===== src/hw/rtl/rde_pkg.sv =====
// ----------------------------------------------------------------------------
// rde_pkg
// Shared types, constants and helpers of the radix digit emitter.
// ----------------------------------------------------------------------------
`default_nettype none

package rde_pkg;

  localparam int VALUE_WIDTH_DEF = 64;
  localparam int STEP_BITS       = 8;   // quotient bits resolved per divider cycle
  localparam int DIGIT_W         = 4;
  localparam int RADIX_W         = 5;
  localparam int CHAR_W          = 7;
  localparam int IN_DATA_W       = 72;  // value (64) + radix (5), padded to bytes
  localparam int OUT_DATA_W      = 8;   // digit_char (7), padded to a byte
  localparam int VALUE_FIELD_W   = 64;

  localparam logic [RADIX_W-1:0] RADIX_MIN = RADIX_W'(2);
  localparam logic [RADIX_W-1:0] RADIX_MAX = RADIX_W'(16);

  typedef enum logic [1:0] {
    ST_IDLE,
    ST_DIVIDE,
    ST_READ,
    ST_SHOW
  } rde_state_t;

  typedef struct packed {
    logic load;  // start a new value
    logic cont;  // divide the held quotient once more
  } rde_div_ctl_t;

  typedef struct packed {
    logic               done;    // remainder of this pass is ready
    logic               q_zero;  // quotient after this pass is zero
    logic [DIGIT_W-1:0] digit;
  } rde_div_sts_t;

  function automatic logic [RADIX_W-1:0] clamp_radix(input logic [RADIX_W-1:0] r);
    logic [RADIX_W-1:0] res;
    res = r;
    if (r < RADIX_MIN) begin
      res = RADIX_MIN;
    end else if (r > RADIX_MAX) begin
      res = RADIX_MAX;
    end
    return res;
  endfunction

  // lower-case ascii glyph of a digit
  function automatic logic [CHAR_W-1:0] glyph(input logic [DIGIT_W-1:0] d);
    logic [CHAR_W-1:0] c;
    if (d < DIGIT_W'(10)) begin
      c = CHAR_W'(8'h30) + CHAR_W'(d);
    end else begin
      c = CHAR_W'(8'h61) + CHAR_W'(d) - CHAR_W'(10);
    end
    return c;
  endfunction

endpackage

`default_nettype wire


===== src/hw/rtl/rde_divider.sv =====
// ----------------------------------------------------------------------------
// rde_divider
// Iterative divide by a small base: STEP_BITS quotient bits per cycle,
// one remainder digit per pass over the quotient register.
// ----------------------------------------------------------------------------
`default_nettype none

module rde_divider
  import rde_pkg::*;
#(
  parameter int VALUE_WIDTH = VALUE_WIDTH_DEF
) (
  input  wire logic                   clk,
  input  wire logic                   rst,
  input  wire rde_div_ctl_t           ctl,
  input  wire logic [VALUE_WIDTH-1:0] value,
  input  wire logic [RADIX_W-1:0]     base,
  output rde_div_sts_t                sts
);

  localparam int CHUNKS = (VALUE_WIDTH + STEP_BITS - 1) / STEP_BITS;
  localparam int QW     = CHUNKS * STEP_BITS;
  localparam int CW     = $clog2(CHUNKS + 1);

  logic [QW-1:0]        q;
  logic [DIGIT_W-1:0]   rem;
  logic [RADIX_W-1:0]   base_r;
  logic [CW-1:0]        cnt;
  logic                 busy;

  logic [STEP_BITS-1:0] top_bits;
  logic [STEP_BITS-1:0] qbits;
  logic [DIGIT_W-1:0]   rem_next;
  logic [QW-1:0]        q_next;
  logic                 last_chunk;

  assign top_bits = q[QW-1 -: STEP_BITS];

  // restoring division over the top chunk, remainder stays below the base
  always_comb begin
    logic [DIGIT_W:0] t;
    logic [DIGIT_W-1:0] r;
    r = rem;
    qbits = '0;
    for (int i = STEP_BITS - 1; i >= 0; i--) begin
      t = {r, top_bits[i]};
      if (t >= base_r) begin
        t = t - base_r;
        qbits[i] = 1'b1;
      end
      r = t[DIGIT_W-1:0];
    end
    rem_next = r;
  end

  assign q_next     = (q << STEP_BITS) | QW'(qbits);
  assign last_chunk = busy && (cnt == CW'(1));

  assign sts.done   = last_chunk;
  assign sts.q_zero = (q_next == '0);
  assign sts.digit  = rem_next;

  always_ff @(posedge clk) begin
    if (rst) begin
      busy <= 1'b0;
      cnt  <= '0;
    end else if (ctl.load) begin
      busy <= 1'b1;
      cnt  <= CW'(CHUNKS);
    end else if (busy) begin
      if (last_chunk) begin
        if (ctl.cont) begin
          cnt <= CW'(CHUNKS);
        end else begin
          busy <= 1'b0;
        end
      end else begin
        cnt <= cnt - CW'(1);
      end
    end
  end

  always_ff @(posedge clk) begin
    if (ctl.load) begin
      q      <= QW'(value);
      base_r <= base;
      rem    <= '0;
    end else if (busy) begin
      q   <= q_next;
      rem <= last_chunk ? '0 : rem_next;
    end
  end

endmodule

`default_nettype wire


===== src/hw/rtl/radix_digit_emitter.sv =====
// ----------------------------------------------------------------------------
// radix_digit_emitter
// Converts an unsigned value into ascii digits of base 2..16, emitted most
// significant first with tlast on the final digit.
// ----------------------------------------------------------------------------
// division: D passes of the divider, D = digit count (1 for zero), each pass run by
//   the shared divider that resolves 8 quotient bits per cycle
// then each digit is read from the digit store, then shown until the output takes it
// input: a new item is taken only in the idle state, after the final digit of the
//   last one has been accepted; no new item is taken while one is in flight
// reset: sync active-high rst returns to idle; digit store needs no clearing
`default_nettype none

module radix_digit_emitter
  import rde_pkg::*;
#(
  parameter int VALUE_WIDTH = VALUE_WIDTH_DEF
) (
  input  wire logic                  clk,
  input  wire logic                  rst,
  input  wire logic                  s_axis_tvalid,
  output logic                       s_axis_tready,
  input  wire logic [IN_DATA_W-1:0]  s_axis_tdata,   // value [63:0], radix [68:64]
  output logic                       m_axis_tvalid,
  input  wire logic                  m_axis_tready,
  output logic [OUT_DATA_W-1:0]      m_axis_tdata,   // digit_char [6:0]
  output logic                       m_axis_tlast
);

  localparam int DEPTH = VALUE_WIDTH;
  localparam int AW    = $clog2(DEPTH);
  localparam int NW    = $clog2(DEPTH + 1);

  rde_state_t state, state_next;

  rde_div_ctl_t div_ctl;
  rde_div_sts_t div_sts;

  logic [DIGIT_W-1:0] digit_store [DEPTH];
  logic [DIGIT_W-1:0] rd_data;
  logic [NW-1:0]      count;
  logic [AW-1:0]      rd_ptr;

  logic in_fire;
  logic out_fire;
  logic more_digits;
  logic [RADIX_W-1:0] radix_in;

  assign in_fire  = s_axis_tvalid && s_axis_tready;
  assign out_fire = m_axis_tvalid && m_axis_tready;
  assign radix_in = clamp_radix(s_axis_tdata[VALUE_FIELD_W +: RADIX_W]);

  // another pass only while quotient is nonzero and the store has room
  assign more_digits = !div_sts.q_zero && (count < NW'(DEPTH - 1));

  rde_divider #(
    .VALUE_WIDTH(VALUE_WIDTH)
  ) u_div (
    .clk  (clk),
    .rst  (rst),
    .ctl  (div_ctl),
    .value(s_axis_tdata[VALUE_WIDTH-1:0]),
    .base (radix_in),
    .sts  (div_sts)
  );

  // next state
  always_comb begin
    state_next = state;
    unique case (state)
      ST_IDLE: begin
        if (in_fire) state_next = ST_DIVIDE;
      end
      ST_DIVIDE: begin
        if (div_sts.done && !more_digits) state_next = ST_READ;
      end
      ST_READ: begin
        state_next = ST_SHOW;
      end
      ST_SHOW: begin
        if (out_fire) state_next = (rd_ptr == '0) ? ST_IDLE : ST_READ;
      end
      default: state_next = ST_IDLE;
    endcase
  end

  // outputs
  always_comb begin
    s_axis_tready = 1'b0;
    m_axis_tvalid = 1'b0;
    div_ctl       = '0;
    unique case (state)
      ST_IDLE: begin
        s_axis_tready = 1'b1;
        div_ctl.load  = s_axis_tvalid;
      end
      ST_DIVIDE: begin
        div_ctl.cont = div_sts.done && more_digits;
      end
      ST_READ: begin
      end
      ST_SHOW: begin
        m_axis_tvalid = 1'b1;
      end
      default: begin
      end
    endcase
  end

  assign m_axis_tdata = OUT_DATA_W'(glyph(rd_data));
  assign m_axis_tlast = (rd_ptr == '0);

  always_ff @(posedge clk) begin
    if (rst) begin
      state  <= ST_IDLE;
      count  <= '0;
      rd_ptr <= '0;
    end else begin
      state <= state_next;
      if (in_fire) begin
        count <= '0;
      end else if (state == ST_DIVIDE && div_sts.done) begin
        count <= count + NW'(1);
        if (!more_digits) rd_ptr <= count[AW-1:0];
      end else if (state == ST_SHOW && out_fire && rd_ptr != '0) begin
        rd_ptr <= rd_ptr - AW'(1);
      end
    end
  end

  // digit store, least significant digit at index 0
  always_ff @(posedge clk) begin
    if (state == ST_DIVIDE && div_sts.done) begin
      digit_store[count[AW-1:0]] <= div_sts.digit;
    end
  end

  always_ff @(posedge clk) begin
    if (state == ST_READ) begin
      rd_data <= digit_store[rd_ptr];
    end
  end

  a_no_overlap: assert property (@(posedge clk) disable iff (rst)
    m_axis_tvalid |-> !s_axis_tready)
    else $error("output item shown while input is open");

  a_count_bound: assert property (@(posedge clk) disable iff (rst)
    count <= NW'(DEPTH))
    else $error("digit count beyond store depth");

  a_done_in_divide: assert property (@(posedge clk) disable iff (rst)
    div_sts.done |-> state == ST_DIVIDE)
    else $error("divider finished outside divide phase");

  a_idle_after_last: assert property (@(posedge clk) disable iff (rst)
    (out_fire && m_axis_tlast) |=> s_axis_tready)
    else $error("not ready after final digit");

endmodule

`default_nettype wire


===== config.mk =====
export PLATFORM = sky130hd
export DESIGN_NAME = radix_digit_emitter
export DESIGN_NICKNAME = d
export VERILOG_FILES = /design/src/hw/rtl/rde_pkg.sv /design/src/hw/rtl/rde_divider.sv /design/src/hw/rtl/radix_digit_emitter.sv
export SDC_FILE = /design/constraint.sdc
export NUM_CORES = 1
export LEC_CHECK = 0
export BUFFER_PORTS_ARGS = -buffer_cell sky130_fd_sc_hd__buf_2
export CORE_ASPECT_RATIO = 1.4
export CORE_MARGIN = 10
export CORE_UTILIZATION = 45
export CTS_CLUSTER_SIZE = 8
export DETAILED_ROUTE_END_ITERATION = 10
export PLACE_DENSITY = 0.73
export SYNTH_ARGS = -nofsm -noshare
export SYNTH_HDL_FRONTEND = slang
export SYNTH_SLANG_ARGS = --single-unit

===== constraint.sdc =====
create_clock -name clk -period 32.2 [get_ports clk]
set_input_delay 4.83 -clock clk [delete_from_list [all_inputs] [get_ports clk]]
set_output_delay 4.83 -clock clk [all_outputs]
set_load 0.03 [all_outputs]

==> qor.yml <==
run_status:
  outcome: "completed"
sta:
  grt_setup_unrepaired: "no"
  max_freq_mhz: 76.0
  fin_crit_ps: 13150
  timing.slew.headroom_pct: 20.1
  slew_violations: 0
  finalCritPeriodShare_pct: 40.8
  worst_pin_slew_ps: 1200
  setup_violations: 0
  timing.setup.tns_ps: 0
  skew_ps: 26.7
  finalHoldViolCount: 0
yosys:
  synth_area_per_cell_um2: 14.3
  syn-instance-count: 1136
  synth_edf_count: 329
  syn_area_mm2: 0.0162
  yosysUniqueCellTypes: 58
  ys.flop_type: "edfxtp_1"
  synth_nets: 1265
  ys_seq_area_share_pct: 63.8
  ys_warn_count: 0
  ys_ff_latch: 353
  async_flop_share_pct: 0
setup_path:
  critPathArrivalTime_ps: 13330
  worstPathRequired_ps: 32380
  path_class: "reg -> reg"
  worst_path_max_delay_cell: "mux2_2"
  max_stage_delay_ps: 1050
  worstPathBufferInverterCount: 4
  crit_top_cell: "ha_1"
  cpLargestDelayFamily: "compound AO/OA/AOI/OAI gates"
  cp-end-kind: "flip-flop"
  cp_max_fo: 65
  crit_path_start_kind: "flip-flop"
detailed_routing:
  first_pass_iters: 5
  ant_nets: 0
  wl_mm: 35.2
  route.detailed.drc: 0
  avgRoutedWirePerCell_um: 20.4
  vias_per_cell: 5.57
  vias: 9599
  first_iter_violations: 729
placement:
  numPortBuffers: 81
  routabilityCongestion: 0.858
  dpl.hpwl_mm: 23.0
clock_network:
  clock_latency_ps: 560
  tritoncts: "built"
  htreeDepth: 2
  cts.repair.resized: 0
  cts_buffer_depth: 3
  cts_setup_buffers: 0
  clk_pin_slew_ps: 50
  cts.sinks: 353
  holdBufCountCts: 0
  cts_made_buffers: 50
  cts-root-buf: "clkbuf_16"
global_routing:
  antenna_found_initial: 2
  grt_usage_pct: 15.7
  grt_overflow: 0
  grt_pass1_vias: 10300
  grt_pass1_wl_mm: 55.5
  grt_start_max_net_pins: 73
final_layout:
  layout.nets: 1347
  area_growth_syn_to_layout_pct: 14.2
  fin_util_pct: 51.9
  fillCellCount: 2955
  n_antenna_cell: 0
  drive_gt1_share_pct: 20.6
hold_path:
  hp-class: "reg -> reg"
floorplan:
  initial_core_util_pct: 45.5
  std_cell_rows: 82
  die_h_um: 245
  ioPinCount: 87
  die_x_um: 181
  dieArea_mm2: 0.0442
  coreArea_mm2: 0.0357
run:
  maxCapViolCount: 0
-- per-layer routing --
layer,vias to the layer above,track usage (%),part of all wire (%)
met3,75,3.56,6.0
met2,338,28.2,53
li1,4431,-,-
met5,-,0,0.080
met1,4751,17.9,38
met4,4,5.61,2.7
-- tightest hold or removal path, cell delays in order (launching register included) --
cell     delay (ps)
dfxtp_1         330
nand2_1          60
mux2i_1          60
-- area by class of cell --
| class | count | area (µm²) | area share [%] |
|---|---|---|---|
| multi-input combinational | 683 | 5500 | 29.7 |
| clock inverter | 4 | 38.8 | 0.209 |
| inverter | 40 | 150 | 0.810 |
| timing repair buffer | 90 | 473 | 2.55 |
| tap | 462 | 578 | 3.12 |
| clock buffer | 90 | 1420 | 7.68 |
| sequential | 353 | 10400 | 55.9 |
-- kinds of logic (layout without fill, tap and decap cells) --
logic type                 count (synthesis)  count (layout)  share of synthesized area, %
xor gates and xnor gates                  21              21                          1.13
DFF                                      353             353                          63.8
muxes                                    110             110                          13.4
adders and majority gates                 53              53                          4.46
and+or+nand+nor                          401             401                          10.8
buffers and inverters                    100             224                          2.52
AOI/OAI and AO/OA                         96              96                          3.84
other                                      2               2                        0.0463
-- sequential cells by signal, summed over array words and instances, names as in the netlist --
register / count
rd_data: 4
u_div.busy: 1
u_div.rem: 4
u_div.base_r: 5
u_div.q: 64
digit_store: 256
count: 7
state: 2
rd_ptr: 6
u_div.cnt: 4
-- cell usage in the layout (no fill, tap or decap), types with 4 or more instances in the layout --
| cell | count |
|---|---|
| edfxtp_1 | 329 |
| nand2_1 | 196 |
| nor2_1 | 114 |
| mux4_2 | 84 |
| buf_2 | 81 |
| clkbuf_16 | 51 |
| ha_1 | 45 |
| inv_1 | 39 |
| clkbuf_1 | 39 |
| a21oi_1 | 38 |
| dfxtp_1 | 22 |
| nor4_1 | 18 |
| xnor2_1 | 16 |
| mux2_2 | 15 |
| nand3_1 | 12 |
| mux2i_1 | 10 |
| a21o_1 | 10 |
| nand4_1 | 9 |
| nor2b_1 | 9 |
| buf_4 | 9 |
| o21ai_0 | 8 |
| fa_1 | 8 |
| nand2b_1 | 6 |
| a211o_1 | 5 |
| or3_1 | 5 |
| xor2_1 | 5 |
| nor3_1 | 5 |
| and2_1 | 4 |
| o21a_1 | 4 |
| nor3b_1 | 4 |
| nand3b_1 | 4 |
| a31oi_1 | 4 |
-- synth_stat cells (3+ instances only) --
library cell	number	area [µm²]
a211o_1	5	43.8
a21o_1	10	75.1
a21oi_1	39	195
a311oi_1	3	26.3
a31oi_1	4	25.0
and2_1	4	25.0
buf_1	10	37.5
buf_2	9	45.0
clkbuf_1	37	139
dfxtp_1	24	480
edfxtp_1	329	9880
fa_1	8	160
ha_1	45	563
inv_1	40	150
mux2_2	15	169
mux2i_1	11	110
mux4_2	84	1890
nand2_1	197	739
nand2b_1	7	43.8
nand3_1	12	60.1
nand3b_1	4	30.0
nand4_1	9	56.3
nor2_1	114	428
nor2b_1	9	56.3
nor3_1	5	25.0
nor3b_1	4	30.0
nor4_1	18	113
o21a_1	4	30.0
o21ai_0	8	40.0
o31ai_1	4	30.0
o32ai_1	3	26.3
or3_1	5	31.3
xnor2_1	16	140
xor2_1	5	43.8
-- metrics by stage --
step	cell area [µm²]	hold slack (ps)	setup slack [ps]	std cells
global placement	17100	487	19340	1628
global route	18500	535	17890	1722
floorplan	16200	469	18320	1136
detailed placement	17100	502	19000	1628
CTS	18500	509	19010	1722
finish	18500	510	19050	1722
-- final timing paths --
path | startpoint | endpoint | slack (ps) | cells after the start
setup / recovery | u_div.base_r[1] | digit_store[62][2] | 19050 | 44
setup reg to reg | u_div.base_r[1] | digit_store[62][2] | 19050 | 44
hold reg to reg | u_div.cnt[1] | u_div.cnt[1] | 510 | 2
hold / removal | u_div.cnt[1] | u_div.cnt[1] | 510 | 2
Power is left out: the tool's default activity adds up to more than one toggle a clock period on the data nets, which glitch-free logic cannot reach.
